File: src/design/fulf_pkg.sv
// fulf_pkg: shared types and constants for the first unique letter finder
// no dependencies; compile before the interfaces and modules
package fulf_pkg;

    localparam int LETTER_W = 5;
    localparam int OUT_W    = 11;
    localparam int CNT_W    = 2;

    localparam logic [CNT_W-1:0] CNT_ZERO = 2'd0;
    localparam logic [CNT_W-1:0] CNT_ONE  = 2'd1;
    localparam logic [CNT_W-1:0] CNT_SAT  = 2'd2;

    localparam logic [OUT_W-1:0] NONE_POS = 11'h7FF;

    typedef struct packed {
        logic upd;
        logic in_alpha;
        logic scan;
        logic clear;
    } t_fulf_ctl;

endpackage

File: src/design/fulf_in_if.sv
// fulf_in_if: input channel, one letter item per handshake
// depends on fulf_pkg
interface fulf_in_if import fulf_pkg::*; ();
    logic                valid;
    logic                ready;
    logic [LETTER_W-1:0] letter;
    logic                last;

    modport source (output valid, output letter, output last, input ready);
    modport sink   (input valid, input letter, input last, output ready);
endinterface

File: src/design/fulf_out_if.sv
// fulf_out_if: result channel, one item per string
// depends on fulf_pkg
interface fulf_out_if import fulf_pkg::*; ();
    logic                    valid;
    logic                    ready;
    logic signed [OUT_W-1:0] unique_position;
    logic                    too_long;

    modport source (output valid, output unique_position, output too_long, input ready);
    modport sink   (input valid, input unique_position, input too_long, output ready);
endinterface

File: src/design/first_unique_letter_finder_top.sv
// first_unique_letter_finder_top: string in, position of first unique letter out
// depends on fulf_pkg, fulf_in_if, fulf_out_if and fulf_table
// Letters are taken one per cycle while a string is being counted; each letter
// does a read-modify-write of its entry in the letter table, with forwarding
// between neighbouring letters. After the item that carries last, the input
// stalls through a drain step for the final table write, a scan step that
// reads each alphabet entry through the single read port, a finish step for
// the last compare and a load step into the result register, after which the
// next string may start while the result waits to be taken. If the result of
// the previous string has not been taken yet, the load step and so the stall
// last until it is. Letters past MAX_LEN share position MAX_LEN - 1 and set
// too_long.
module first_unique_letter_finder_top import fulf_pkg::*; #(
    parameter int MAX_LEN       = 1024,
    parameter int ALPHABET_SIZE = 26
) (
    input  logic       i_clk,
    input  logic       i_rst_n,
    fulf_in_if.sink    i_letter,
    fulf_out_if.source o_result
);

    localparam int ADDR_W = $clog2(ALPHABET_SIZE);
    localparam int POS_W  = $clog2(MAX_LEN);
    localparam int PCNT_W = $clog2(MAX_LEN + 1);

    typedef enum logic [2:0] {
        S_COUNT,
        S_DRAIN,
        S_SCAN,
        S_FINISH,
        S_OUT
    } t_state;

    t_state            r_state;
    logic [PCNT_W-1:0] r_pos_cnt;
    logic              r_ovf;
    logic [ADDR_W-1:0] r_scan_addr;
    logic              r_found;
    logic [POS_W-1:0]  r_best;
    logic              r_out_vld;
    logic [OUT_W-1:0]  r_out_pos;
    logic              r_out_long;

    logic              acc;
    logic              at_limit;
    logic [POS_W-1:0]  pos;
    logic [ADDR_W-1:0] addr;
    logic              out_free;
    logic              out_load;
    t_fulf_ctl         ctl;
    logic              hit;
    logic [POS_W-1:0]  hit_pos;

    assign i_letter.ready = (r_state == S_COUNT);
    assign acc            = i_letter.valid && i_letter.ready;
    assign at_limit       = (r_pos_cnt >= PCNT_W'(MAX_LEN));
    assign pos            = at_limit ? POS_W'(MAX_LEN - 1) : POS_W'(r_pos_cnt);
    assign addr           = (r_state == S_SCAN) ? r_scan_addr : ADDR_W'(i_letter.letter);
    assign out_free       = !r_out_vld || o_result.ready;
    assign out_load       = (r_state == S_OUT) && out_free;

    always_comb begin
        ctl.upd      = acc;
        ctl.in_alpha = (int'(i_letter.letter) < ALPHABET_SIZE);
        ctl.scan     = (r_state == S_SCAN);
        ctl.clear    = out_load;
    end

    fulf_table #(
        .ALPHABET_SIZE (ALPHABET_SIZE),
        .ADDR_W        (ADDR_W),
        .POS_W         (POS_W)
    ) u_table (
        .i_clk     (i_clk),
        .i_rst_n   (i_rst_n),
        .i_ctl     (ctl),
        .i_addr    (addr),
        .i_pos     (pos),
        .o_hit     (hit),
        .o_hit_pos (hit_pos)
    );

    always_ff @(posedge i_clk) begin
        if (!i_rst_n) begin
            r_state     <= S_COUNT;
            r_pos_cnt   <= '0;
            r_ovf       <= 1'b0;
            r_scan_addr <= '0;
            r_found     <= 1'b0;
            r_out_vld   <= 1'b0;
        end else begin
            if (acc) begin
                if (at_limit) begin
                    r_ovf <= 1'b1;
                end else begin
                    r_pos_cnt <= r_pos_cnt + PCNT_W'(1);
                end
            end
            if (hit && (!r_found || (hit_pos < r_best))) begin
                r_found <= 1'b1;
                r_best  <= hit_pos;
            end
            if (r_out_vld && o_result.ready) begin
                r_out_vld <= 1'b0;
            end
            unique case (r_state)
                S_COUNT: begin
                    if (acc && i_letter.last) begin
                        r_state <= S_DRAIN;
                    end
                end
                S_DRAIN: begin
                    r_scan_addr <= '0;
                    r_state     <= S_SCAN;
                end
                S_SCAN: begin
                    if (r_scan_addr == ADDR_W'(ALPHABET_SIZE - 1)) begin
                        r_state <= S_FINISH;
                    end else begin
                        r_scan_addr <= r_scan_addr + ADDR_W'(1);
                    end
                end
                S_FINISH: begin
                    r_state <= S_OUT;
                end
                S_OUT: begin
                    if (out_free) begin
                        r_out_vld  <= 1'b1;
                        r_out_pos  <= r_found ? OUT_W'(r_best) : NONE_POS;
                        r_out_long <= r_ovf;
                        r_found    <= 1'b0;
                        r_pos_cnt  <= '0;
                        r_ovf      <= 1'b0;
                        r_state    <= S_COUNT;
                    end
                end
                default: begin
                    r_state <= S_COUNT;
                end
            endcase
        end
    end

    assign o_result.valid           = r_out_vld;
    assign o_result.unique_position = r_out_pos;
    assign o_result.too_long        = r_out_long;

`ifndef ASSERT_OFF
    a_last_stalls: assert property (@(posedge i_clk) disable iff (!i_rst_n)
        (acc && i_letter.last) |=> !i_letter.ready)
        else $error("input still ready after last letter");

    a_out_from_load: assert property (@(posedge i_clk) disable iff (!i_rst_n)
        $rose(r_out_vld) |-> $past(r_state == S_OUT))
        else $error("result raised outside the load step");

    a_cnt_bound: assert property (@(posedge i_clk) disable iff (!i_rst_n)
        r_pos_cnt <= PCNT_W'(MAX_LEN))
        else $error("position counter past limit");

    a_ovf_at_limit: assert property (@(posedge i_clk) disable iff (!i_rst_n)
        r_ovf |-> at_limit)
        else $error("overflow flag set below limit");

    a_no_hit_counting: assert property (@(posedge i_clk) disable iff (!i_rst_n)
        (r_state == S_COUNT) |-> !hit)
        else $error("scan hit while counting");
`endif

endmodule

File: src/design/fulf_table.sv
// fulf_table: per-letter count and first position table with read-modify-write
// depends on fulf_pkg; one synchronous memory plus per-entry valid bits
module fulf_table import fulf_pkg::*; #(
    parameter int ALPHABET_SIZE = 26,
    parameter int ADDR_W        = 5,
    parameter int POS_W         = 10
) (
    input  logic              i_clk,
    input  logic              i_rst_n,
    input  t_fulf_ctl         i_ctl,
    input  logic [ADDR_W-1:0] i_addr,
    input  logic [POS_W-1:0]  i_pos,
    output logic              o_hit,
    output logic [POS_W-1:0]  o_hit_pos
);

    localparam int ENT_W = CNT_W + POS_W;

    logic [ENT_W-1:0]         r_mem [ALPHABET_SIZE];
    logic [ENT_W-1:0]         r_q;
    logic [ALPHABET_SIZE-1:0] r_vld_bits;

    logic              r_s1_vld;
    logic              r_s1_alpha;
    logic [ADDR_W-1:0] r_s1_addr;
    logic [POS_W-1:0]  r_s1_pos;

    logic              r_fw_vld;
    logic [ADDR_W-1:0] r_fw_addr;
    logic [ENT_W-1:0]  r_fw_data;

    logic              r_sc_vld;
    logic [ADDR_W-1:0] r_sc_addr;

    logic [ENT_W-1:0] cur;
    logic [CNT_W-1:0] cur_cnt;
    logic [POS_W-1:0] cur_pos;
    logic [CNT_W-1:0] n_cnt;
    logic [POS_W-1:0] n_pos;
    logic             wr_en;

    // current entry: forwarded write, stored value, or empty
    always_comb begin
        if (r_fw_vld && (r_fw_addr == r_s1_addr)) begin
            cur = r_fw_data;
        end else if (r_vld_bits[r_s1_addr]) begin
            cur = r_q;
        end else begin
            cur = '0;
        end
        cur_cnt = cur[ENT_W-1:POS_W];
        cur_pos = cur[POS_W-1:0];
        n_cnt   = (cur_cnt < CNT_SAT) ? cur_cnt + CNT_ONE : cur_cnt;
        n_pos   = (cur_cnt == CNT_ZERO) ? r_s1_pos : cur_pos;
        wr_en   = r_s1_vld && r_s1_alpha;
    end

    always_ff @(posedge i_clk) begin
        if (wr_en) begin
            r_mem[r_s1_addr] <= {n_cnt, n_pos};
        end
        r_q <= r_mem[i_addr];
    end

    always_ff @(posedge i_clk) begin
        r_s1_alpha <= i_ctl.in_alpha;
        r_s1_addr  <= i_addr;
        r_s1_pos   <= i_pos;
        r_fw_addr  <= r_s1_addr;
        r_fw_data  <= {n_cnt, n_pos};
        r_sc_addr  <= i_addr;
        if (!i_rst_n) begin
            r_s1_vld   <= 1'b0;
            r_fw_vld   <= 1'b0;
            r_sc_vld   <= 1'b0;
            r_vld_bits <= '0;
        end else begin
            r_s1_vld <= i_ctl.upd;
            r_fw_vld <= wr_en;
            r_sc_vld <= i_ctl.scan;
            if (i_ctl.clear) begin
                r_vld_bits <= '0;
            end else if (wr_en) begin
                r_vld_bits[r_s1_addr] <= 1'b1;
            end
        end
    end

    assign o_hit     = r_sc_vld && r_vld_bits[r_sc_addr] && (r_q[ENT_W-1:POS_W] == CNT_ONE);
    assign o_hit_pos = r_q[POS_W-1:0];

endmodule
File: src/flat_wrapper.sv
// flat-port wrapper written by rule: the top's interface ports become plain ports
module first_unique_letter_finder_top_flat import fulf_pkg::*;
#(
    parameter int MAX_LEN       = 1024,
    parameter int ALPHABET_SIZE = 26
)
  (i_clk, i_rst_n, i_letter_valid, i_letter_letter, i_letter_last, i_letter_ready, o_result_valid, o_result_unique_position, o_result_too_long, o_result_ready);
  fulf_in_if i_letter_i ();
  fulf_out_if o_result_i ();
  input  logic i_clk;
  input  logic i_rst_n;
  input wire logic [$bits(i_letter_i.valid)-1:0] i_letter_valid;
  input wire logic [$bits(i_letter_i.letter)-1:0] i_letter_letter;
  input wire logic [$bits(i_letter_i.last)-1:0] i_letter_last;
  output wire logic [$bits(i_letter_i.ready)-1:0] i_letter_ready;
  output wire logic [$bits(o_result_i.valid)-1:0] o_result_valid;
  output wire logic [$bits(o_result_i.unique_position)-1:0] o_result_unique_position;
  output wire logic [$bits(o_result_i.too_long)-1:0] o_result_too_long;
  input wire logic [$bits(o_result_i.ready)-1:0] o_result_ready;
  assign i_letter_i.valid = i_letter_valid;
  assign i_letter_i.letter = i_letter_letter;
  assign i_letter_i.last = i_letter_last;
  assign i_letter_ready = i_letter_i.ready;
  assign o_result_valid = o_result_i.valid;
  assign o_result_unique_position = o_result_i.unique_position;
  assign o_result_too_long = o_result_i.too_long;
  assign o_result_i.ready = o_result_ready;
  first_unique_letter_finder_top #(.MAX_LEN(MAX_LEN), .ALPHABET_SIZE(ALPHABET_SIZE)) u_core (.i_clk(i_clk), .i_rst_n(i_rst_n), .i_letter(i_letter_i), .o_result(o_result_i));
endmodule
File: config.mk
export PLATFORM = sky130hd
export DESIGN_NAME = first_unique_letter_finder_top_flat
export DESIGN_NICKNAME = d
export VERILOG_FILES = /design/src/design/fulf_pkg.sv /design/src/design/fulf_in_if.sv /design/src/design/fulf_out_if.sv /design/src/design/first_unique_letter_finder_top.sv /design/src/design/fulf_table.sv /design/src/flat_wrapper.sv
export SDC_FILE = /design/constraint.sdc
export NUM_CORES = 1
export LEC_CHECK = 0
export ABC_AREA = 1
export BUFFER_PORTS_ARGS = -buffer_cell sky130_fd_sc_hd__buf_2
export CORE_ASPECT_RATIO = 0.75
export CORE_MARGIN = 1
export CORE_UTILIZATION = 45
export DETAILED_ROUTE_END_ITERATION = 6
export GPL_TIMING_DRIVEN = 0
export SETUP_SLACK_MARGIN = 0.2
export SYNTH_ARGS = -nofsm -noshare
export SYNTH_HDL_FRONTEND = slang
export SYNTH_HIERARCHICAL = 1
export SYNTH_SLANG_ARGS = --single-unit
export TNS_END_PERCENT = 20
File: constraint.sdc
create_clock -name i_clk -period 4.6 [get_ports i_clk]
set_clock_uncertainty 0.2 [all_clocks]
set_input_delay 0.46 -clock i_clk [delete_from_list [all_inputs] [get_ports i_clk]]
set_output_delay 0.46 -clock i_clk [all_outputs]
set_load 0.005 [all_outputs]
Word-level counts from Yosys, hierarchy flattened
Memory sizes are Yosys's and may differ from the RTL's. A register that Yosys moved wholly into a read port is not among the register bits.
Cells that the tools add are included.
{"block": "word_totals", "ff_bits": 106, "ram_bits": 312, "input_bits": 10, "elab_cells": 96, "memories": 1}
{"name": "u_core.u_table.r_mem", "words": 26, "word_bits": 12, "rd": 1, "rd_ports_with_merged_regs": 1, "write_ports": 1, "line": "fulf_table.sv:19", "source": "logic [ENT_W-1:0] r_mem [ALPHABET_SIZE];"}
{"block": "op_classes", "n_addsub": 3, "order_cmp": 6, "eq_ne": 11, "mux": 32, "bitwise": 2, "n_reduce_logical": 22}
{"op": "$mux W11", "count": 5}
{"op": "$or A26 B26 Y26", "count": 1}
{"op": "$mux W12", "count": 2}
{"op": "$pmux W3 S5", "count": 1}
{"op": "$mux W1", "count": 14}
{"op": "$add A11 B1 Y11 const B", "count": 1}
{"op": "$ge A11 B11 Y1 const B", "count": 1}
{"op": "$logic_and A1 B1 Y1", "count": 10}
{"op": "$lt A10 B10 Y1", "count": 1}
{"op": "$mux W10", "count": 1}
{"op": "$mux W5", "count": 2}
{"op": "$pmux W5 S2", "count": 1}
{"op": "$mux W3", "count": 3}
{"op": "$eq A3 B2 Y1 const B", "count": 2}
{"op": "$lt A5 B6 Y1 const B", "count": 1}
{"op": "$reduce_and A3 Y1", "count": 2}
{"op": "$add A5 B1 Y5 const B", "count": 1}
{"op": "$bmux W1 S5", "count": 1}
{"op": "$demux W1 S5", "count": 1}
{"op": "$eq A5 B5 Y1", "count": 1}
{"op": "$eq A5 B5 Y1 const B", "count": 1}
{"op": "$ge A5 B1 Y1 const B", "count": 1}
{"op": "$lt A5 B5 Y1 const B", "count": 1}
{"op": "$ne A2 B1 Y1 const B", "count": 2}
{"op": "other kinds (15)", "count": 19}

Logic depth before layout (Yosys ltp)
Gate-level depths: netlist of run 1.
{"block": "depth", "ltp_word": 8, "ltp_mapped": 19}

Cells and area by module
The synthesis of run 1 kept the hierarchy.
{"mod": "fulf_table", "instances": 1, "cells_each": 1362, "area_each_um2": 15293.4, "seq_area_each_um2": 10850.4}
{"mod": "first_unique_letter_finder_top", "instances": 1, "cells_each": 262, "area_each_um2": 2202.1, "seq_area_each_um2": 1101.1}

Worst setup path before layout of run 1
Ideal clock, no wire load.
{"block": "synth_path", "kind": "register to register", "startpoint": "register, netlist name u_core/u_table/r_sc_addr[0]", "endpoint": "memory u_core/u_table/r_mem[0][9] (netlist name) (data pin)", "arrival_ps": 2641, "setup_slack_ps": 1409, "path_stages_with_launch": 13, "path_buffers": 3, "synth_period_minus_slack_ps": 3191, "path_cell_list": "dfxtp_1 inv_2 buf_6 o22ai_2 nor2_1 nand3_2 buf_4 or2_1 nand2_1 ha_1 clkbuf_1 nor2_1 a21oi_1"}
{"element": "end: declaration", "line": "fulf_table.sv:19"}

==> flow_metrics.env, run 1 <==
export IMPL_outcome="completed"
export IMPL_detailed_route_drc_error_count=0
export IMPL_hold_violations=0
export IMPL_cts_htree_levels=2
export IMPL_hold_worst_slack_ns=0.0399
export IMPL_nets=1728
export IMPL_grt_antenna_before_repair=3
export IMPL_routed_antenna_nets=0
export IMPL_max_cap_violations=0
export IMPL_cp_cell_sequence="inv_2, nand2_1, nor2_4, inv_1, buf_2, o21ai_2, buf_2, clkbuf_1, nand3_1, nand2_1, a21oi_1, o31ai_1, nand2_1, nand2_1, nand2_1"
export IMPL_routed_wirelength_um=47700
export IMPL_syn2layout_area_growth_pct=13.9
export IMPL_setup_worst_path_class="register to register"
export IMPL_route_detailed_wl_per_inst_um=21.2
export IMPL_finalCriticalPeriod_ns=4.01
export IMPL_r2r_start="u_core/r_state[2]"
export IMPL_synthArstFlopShare_pct=0
export IMPL_synthesis_area_mm2=0.0175
export IMPL_cp_required_ns=4.83
export IMPL_drt_pass1_iterations=5
export IMPL_peakVddDrop_mv=0.289
export IMPL_count_of_different_cell_masters_after_synthesis=36
export IMPL_critical_path_top_cell_by_count="nand2_1"
export IMPL_max_clock_path_buffers=3
export IMPL_critical_path_slowest_cell="clkbuf_1"
export IMPL_synth_edf_count=334
export IMPL_worst_path_stages=15
export IMPL_worstSetupEndpointType="register"
export IMPL_regToRegSetupSlack_ns=0.59
export IMPL_p_per_area_mw_per_mm2=461
export IMPL_sequentialPowerShare_pct=47.5
export IMPL_cts_tree="done"
export IMPL_launch_point_of_the_worst_path="u_core/r_state[2]"
export IMPL_boundaryPins=24
export IMPL_timing_hold_worst_endpoint="u_core/u_table/r_sc_vld"
export IMPL_worst_slew_pin_slew_ns=1.34
export IMPL_whs_path_depth=3
export IMPL_grt_use_met3_pct=6.94
export IMPL_routabilityCongestion=0.933
export IMPL_area_taken_by_flip_flops_and_latches_mm2=0.0120
export IMPL_die_area_mm2=0.0397
export IMPL_power_leakage_nw=7.42
export IMPL_timing_critical_path_slowest_cell_delay_ns=0.52
export IMPL_power_share_clock_pct=38.0
export IMPL_viasPerCell=5.44
export IMPL_hp_start="i_rst_n"
export IMPL_overflow=0
export IMPL_worstSetupStartpointType="register"
export IMPL_met1_usage_pct=35.7
export IMPL_global_route_usage_met2_pct=34.5
export IMPL_cp_data_arrival_time_ns=4.24
export IMPL_global_route_hottest_layer="met1"
export IMPL_avgSynthCellArea_um2=10.8
export IMPL_place_worst_setup_slack_ns=0.501
export IMPL_post_synth_inst_count=1624
export IMPL_post_cts_repair_setup_buffers=0
export IMPL_grt_first_pass_wirelength_um=71400
export IMPL_largest_net_degree_at_the_start_of_global_routing=28
export IMPL_worst_skew_pair_late_latency_ns=0.55
export IMPL_vert_die_dim_um=173
export IMPL_synth_seq_area_share_pct=68.3
export IMPL_hpwl_after_detailed_placement_um=32000
export IMPL_synth_ff_type="edfxtp_1"
export IMPL_tritoncts_num_buffers=42
export IMPL_starting_density_of_the_core_pct=45.7
export IMPL_fillers=3389
export IMPL_net_switching_power_mw=2.49
export IMPL_crit_reg2reg_capture="u_core/u_table/r_q[7]"
export IMPL_yosysWarnings=6
export IMPL_r2r_worst_path_cells=15
export IMPL_tritoncts_num_sinks=430
export IMPL_drt_initial_drc_count=1396
export IMPL_core_mm2=0.0383
export IMPL_number_of_global_route_vias_before_repair=11700
export IMPL_max_freq_mhz=250
export IMPL_finalSetupViolations=0
export IMPL_multi_input_comb_area_mm2=0.00486
export IMPL_slew_violations=0
export IMPL_port_buffers=23
export IMPL_postSynthNetCount=1650
export IMPL_rsz0062_at_grt="no"
export IMPL_worst_path_max_fanout=10
export IMPL_die_x_um=230
export IMPL_via_total_after_detailed_routing=12200
export IMPL_sw_frac_of_total_pct=27.1
export IMPL_cts_root_buffer="clkbuf_16"
export IMPL_gr_usage_all_layers_pct=24.2
export IMPL_internal_power_mw=6.70
export IMPL_clk_pin_slew_ns=0.06
export IMPL_power_share_combinational_pct=14.4
export IMPL_row_count=62
export IMPL_layout_drive_gt1_share_pct=11.9
export IMPL_finalCritPeriodShare_pct=87.1
export IMPL_min_setup_slack_post_route_ns=0.592
export IMPL_slew_headroom_pct=10.4
export IMPL_cp_top_family="buffers and inverters"
export IMPL_min_delay_path_class="input pin to register"
export IMPL_worst_path_buf_inv=5
export IMPL_synth_ff_latch_count=430
## kinds of logic after synthesis
family          share of synthesized area [%]
compound gates                           7.83
xor+xnor                                0.150
fa+ha+maj                                1.14
buf+inv                                  4.66
flops                                    68.3
simple gates                             17.9
## worst max-delay path by stage
stage / endpoint
4_1_cts: u_core/u_table/r_q[7]
6_report: u_core/u_table/r_q[7]
3_3_place_gp: u_core/u_table/r_mem[12][9]
2_1_floorplan: u_core/u_table/r_mem[0][9]
5_1_grt: u_core/u_table/r_q[1]
3_5_place_dp: u_core/u_table/r_q[7]
## sequential cells by signal, summed over array words and instances (netlist names)
signal and flops:
u_core/o_result.too_long 1, u_core/o_result.unique_position 11, u_core/o_result.valid 1, u_core/r_best 10, u_core/r_found 1, u_core/r_ovf 1
u_core/r_pos_cnt 11, u_core/r_scan_addr 5, u_core/r_state 3, u_core/u_table/r_fw_addr 5, u_core/u_table/r_fw_data 12, u_core/u_table/r_fw_vld 1
u_core/u_table/r_mem 312, u_core/u_table/r_q 12, u_core/u_table/r_s1_alpha 1, u_core/u_table/r_s1_pos 10, u_core/u_table/r_s1_vld 1, u_core/u_table/r_sc_addr 5
u_core/u_table/r_sc_vld 1, u_core/u_table/r_vld_bits 26
## placed cells by master (no fill, tap or decap), types with 3 or more instances in the layout
| cell type | n |
|---|---|
| xor2_1 | 3 |
| nand2_1 | 356 |
| dfxtp_1 | 96 |
| o21ai_1 | 17 |
| bufinv_16 | 4 |
| or2_2 | 4 |
| clkinv_1 | 13 |
| o31ai_1 | 24 |
| edfxtp_1 | 334 |
| o21ai_2 | 3 |
| nand4_1 | 4 |
| clkinv_4 | 3 |
| inv_2 | 5 |
| buf_1 | 4 |
| o21ai_0 | 88 |
| ha_1 | 16 |
| buf_4 | 21 |
| nor3_1 | 16 |
| a21oi_1 | 67 |
| o211ai_1 | 25 |
| nor2_1 | 258 |
| dlygate4sd3_1 | 3 |
| clkbuf_8 | 3 |
| buf_2 | 48 |
| nand3_1 | 80 |
| clkinv_2 | 4 |
| inv_1 | 77 |
| nand2_4 | 11 |
| clkbuf_1 | 42 |
| clkbuf_16 | 44 |
| nand2_2 | 5 |
| buf_6 | 5 |
| a21oi_4 | 10 |
| nor2_2 | 21 |
## stage by stage
| stage | TNS [ns] | cells | instance area [um^2] | power, mW | util, % |
|---|---|---|---|---|---|
| 4_1_cts | 0 | 2245 | 19900 | 9.21 | 51.9 |
| 6_report | 0 | 2248 | 19900 | 9.19 | 52.0 |
| 3_3_place_gp | -14.22 | 2159 | 18300 | 5.70 | 47.6 |
| 5_1_grt | 0 | 2247 | 19900 | 9.52 | 52.0 |
| 2_1_floorplan | 0 | 1624 | 17500 | 5.23 | - |
| 3_5_place_dp | 0 | 2165 | 18400 | 5.73 | 48.1 |
## what timing repair did
item / CTS / global route
hold buffers: 3 / 0
endpoints found under the hold margin: 2 / 0
endpoints found under the setup margin: 0 / 1
resized for setup: 0 / 1
## per-layer routing
| metal | wire length [um] | share of wire, % | vias to the layer above |
|---|---|---|---|
| li1 | - | - | 5673 |
| met1 | 21600 | 45 | 5998 |
| met2 | 20100 | 42 | 480 |
| met3 | 4830 | 10 | 80 |
| met4 | 1180 | 2.5 | 2 |
| met5 | 10 | 0.021 | - |
## layout make-up
| class | instances | share of cell area, % |
|---|---|---|
| Multi-Input combinational cell | 1018 | 24.4 |
| Clock buffer | 56 | 5.90 |
| Inverter | 90 | 1.71 |
| Timing Repair Buffer | 34 | 1.37 |
| Antenna cell | 1 | 0.0126 |
| Sequential cell | 430 | 60.0 |
| Tap cell | 512 | 3.21 |
| Buffer | 86 | 2.39 |
| Clock inverter | 21 | 1.10 |
## tightest hold or removal path, delay by kind of cell
| kind | cells | cell delay (ns) |
|---|---|---|
| buffers and inverters | 2 | 0.21 |
| and+or+nand+nor | 1 | 0.08 |
## synthesized netlist by cell type, types with 24 or more instances
cell / count / area, um^2
edfxtp_1: 334 / 10000
a21oi_1: 68 / 340
buf_2: 25 / 125
nor2_1: 276 / 1040
clkbuf_1: 33 / 124
o211ai_1: 25 / 188
inv_1: 77 / 289
nand3_1: 80 / 400
nand2_1: 356 / 1340
o31ai_1: 24 / 180
o21ai_0: 88 / 440
dfxtp_1: 96 / 1920
## power by group through the flow
stage | Sequential, mW | Clock (mW) | Combinational [mW]
3_5_place_dp | 4.45 | 0 | 1.28
3_3_place_gp | 4.45 | 0 | 1.25
5_1_grt | 4.37 | 3.70 | 1.44
4_1_cts | 4.37 | 3.55 | 1.29
2_1_floorplan | 4.42 | 0 | 0.806
6_report | 4.37 | 3.50 | 1.32
Power figures use the tool's default switching activity.
==> run 2: changes to the inputs <==
CORE_UTILIZATION = 50   (was 45)
PLACE_DENSITY = 0.66   (was unset)
==> run 2 against run 1 <==
  * The flow now finishes with violations (max-capacitance violations)
  * Clock-buffer cell count grew 2
  * Global-route usage grew 2.5 points
  * Die area shrank 9.9%
  * Register-to-register slack lost 0.098 ns
  * Worst hold slack lost 0.015 ns
  * Clock power is essentially flat
  * Via count is essentially flat
==> flow_metrics.env, run 2 (synthesized netlist as in run 1, its figures left out) <==
export IMPL_drt_pass1_iterations=6
export IMPL_port_buffers=23
export IMPL_finalCriticalPeriod_ns=4.11
export IMPL_crit_reg2reg_capture="u_core/u_table/r_q[10]"
export IMPL_die_area_mm2=0.0358
export IMPL_route_detailed_wl_per_inst_um=21.6
export IMPL_detailed_route_drc_error_count=0
export IMPL_starting_density_of_the_core_pct=51.5
export IMPL_number_of_global_route_vias_before_repair=11400
export IMPL_area_taken_by_flip_flops_and_latches_mm2=0.0120
export IMPL_wl_met3_um=5940
export IMPL_cp_required_ns=4.84
export IMPL_gr_usage_all_layers_pct=26.7
export IMPL_worst_path_max_fanout=10
export IMPL_tns_ns=0
export IMPL_r2r_start="u_core/r_state[2]"
export IMPL_critical_path_top_cell_by_count="nand2_1"
export IMPL_p_per_area_mw_per_mm2=464
export IMPL_met2RoutedLength_um=19700
export IMPL_net_switching_power_mw=2.48
export IMPL_max_freq_mhz=244
export IMPL_rsz0062_at_grt="no"
export IMPL_design_power_total_mw=9.19
export IMPL_cts_resized_gates=0
export IMPL_clk_pin_slew_ns=0.06
export IMPL_largest_register="u_core/u_table/r_mem"
export IMPL_place_worst_setup_slack_ns=0.437
export IMPL_cts_htree_levels=2
export IMPL_die_x_um=218
export IMPL_finalCritPeriodShare_pct=89.3
export IMPL_placement_cell_area_mm2=0.0184
export IMPL_hold_violations=0
export IMPL_maxUsedRoutingLayer="met4"
export IMPL_syn2layout_area_growth_pct=13.3
export IMPL_power_leakage_nw=7.42
export IMPL_failed_checks="max-capacitance violations"
export IMPL_whs_path_depth=4
export IMPL_holdBufCountCts=2
export IMPL_fillers=2795
export IMPL_layout_drive_gt1_share_pct=11.6
export IMPL_cp_data_arrival_time_ns=4.34
export IMPL_power_share_combinational_pct=14.4
export IMPL_boundaryPins=24
export IMPL_vert_die_dim_um=164
export IMPL_row_count=58
export IMPL_slew_headroom_pct=0.0321
export IMPL_layout_core_utilization_pct=58.4
export IMPL_worstSetupEndpointType="register"
export IMPL_setup_worst_path_class="register to register"
export IMPL_tritoncts_num_sinks=430
export IMPL_routabilityCongestion=0.964
export IMPL_final_instance_count_excl_fill=2181
export IMPL_post_cts_repair_setup_buffers=0
export IMPL_flip_flop_count_of_the_largest_register_all_copies_and_words_added=312
export IMPL_grt_antenna_before_repair=0
export IMPL_worst_slew_pin_slew_ns=1.49
export IMPL_hp_start="o_result_ready"
export IMPL_sw_frac_of_total_pct=27.0
export IMPL_finalSetupViolations=0
export IMPL_layout_commonest_cell="nand2_1"
export IMPL_sequentialPowerShare_pct=47.5
export IMPL_viasPerCell=5.61
export IMPL_placed_cells_incl_taps=2103
export IMPL_via_total_after_detailed_routing=12200
export IMPL_max_cap_violations=1
export IMPL_cp_cell_sequence="inv_2, nand2_1, nor2_4, inv_1, buf_2, o21ai_1, buf_2, clkbuf_1, nand3_1, nand2_1, a21oi_1, o31ai_1, nand2_1, nand2_1, nand2_1"
export IMPL_cp_top_family="buffers and inverters"
export IMPL_cts_tree="done"
export IMPL_drt_initial_drc_count=1596
export IMPL_wl_met1_um=20500
export IMPL_regToRegSetupSlack_ns=0.49
export IMPL_grt_first_pass_wirelength_um=69300
export IMPL_slew_violations=0
export IMPL_largest_net_degree_at_the_start_of_global_routing=28
export IMPL_multi_input_comb_area_mm2=0.00482
export IMPL_r2r_worst_path_cells=15
export IMPL_timing_critical_path_slowest_cell_delay_ns=0.77
export IMPL_timing_hold_worst_endpoint="u_core/o_result.valid"
export IMPL_critical_path_slowest_cell="o21ai_1"
export IMPL_layout_top_registers="u_core/u_table/r_mem: 312 flops, u_core/u_table/r_vld_bits: 26 flops"
export IMPL_max_clock_path_buffers=3
export IMPL_power_share_clock_pct=38.1
export IMPL_antenna_cells=0
export IMPL_outcome="finished with violations"
export IMPL_most_common_layout_cells="nand2_1, edfxtp_1, nor2_1, dfxtp_1, o21ai_0"
export IMPL_routed_antenna_nets=0
export IMPL_routed_wirelength_um=47000
export IMPL_hpwl_after_detailed_placement_um=31700
export IMPL_post_route_cell_area_mm2=0.0198
export IMPL_min_delay_path_class="input pin to register"
export IMPL_worstSetupStartpointType="register"
export IMPL_cts_root_buffer="clkbuf_16"
export IMPL_internal_power_mw=6.71
export IMPL_worst_path_buf_inv=5
export IMPL_tritoncts_num_buffers=42
export IMPL_min_setup_slack_post_route_ns=0.494
export IMPL_peakVddDrop_mv=0.297
export IMPL_core_mm2=0.0340
export IMPL_hold_worst_slack_ns=0.0253
export IMPL_overflow=0
export IMPL_worst_skew_pair_late_latency_ns=0.56
export IMPL_nets=1725
-- run 2: cell type report --
| type | count | share of cell area (%) |
|---|---|---|
| Clock inverter | 18 | 0.947 |
| Inverter | 90 | 1.72 |
| Timing Repair Buffer | 31 | 1.31 |
| Clock buffer | 58 | 6.18 |
| Multi-Input combinational cell | 1018 | 24.3 |
| Buffer | 86 | 2.40 |
| Sequential cell | 430 | 60.3 |
| Tap cell | 450 | 2.84 |
-- run 2: layer usage --
layer,up-vias,GRT usage (%)
met2,624,38.7
li1,5659,-
met5,-,0
met1,5877,39.3
met3,68,8.04
met4,0,6.39
-- run 2: worst max path at each step --
stage / from / end / slack [ns] / cells past startpoint
after global routing: u_core/r_state[2] / u_core/u_table/r_q[1] / 0.29 / 16
after global placement: u_core/u_table/r_sc_addr[0] / u_core/u_table/r_mem[13][9] / -0.73 / 12
after CTS: u_core/u_table/r_sc_addr[0] / u_core/u_table/r_mem[7][4] / 0.41 / 12
final: u_core/r_state[2] / u_core/u_table/r_q[10] / 0.49 / 15
after detailed placement: u_core/u_table/r_sc_addr[0] / u_core/u_table/r_mem[7][4] / 0.44 / 12
after floorplan: u_core/u_table/r_sc_addr[0] / u_core/u_table/r_mem[0][9] / 1.41 / 12
-- run 2: power by group through the flow --
stage | clock, mW | combinational (mW) | sequential (mW)
after detailed placement | 0 | 1.28 | 4.44
after CTS | 3.54 | 1.29 | 4.36
final | 3.50 | 1.33 | 4.36
after floorplan | 0 | 0.806 | 4.42
after global routing | 3.68 | 1.43 | 4.37
after global placement | 0 | 1.24 | 4.45
-- run 2: worst reg2reg max path: cells and delay by family, from the launching register on --
kind,cells,cell delay [ns]
simple gates,7,1.02
buf+inv,5,1.40
compound gates,3,1.07
flops,1,0.33
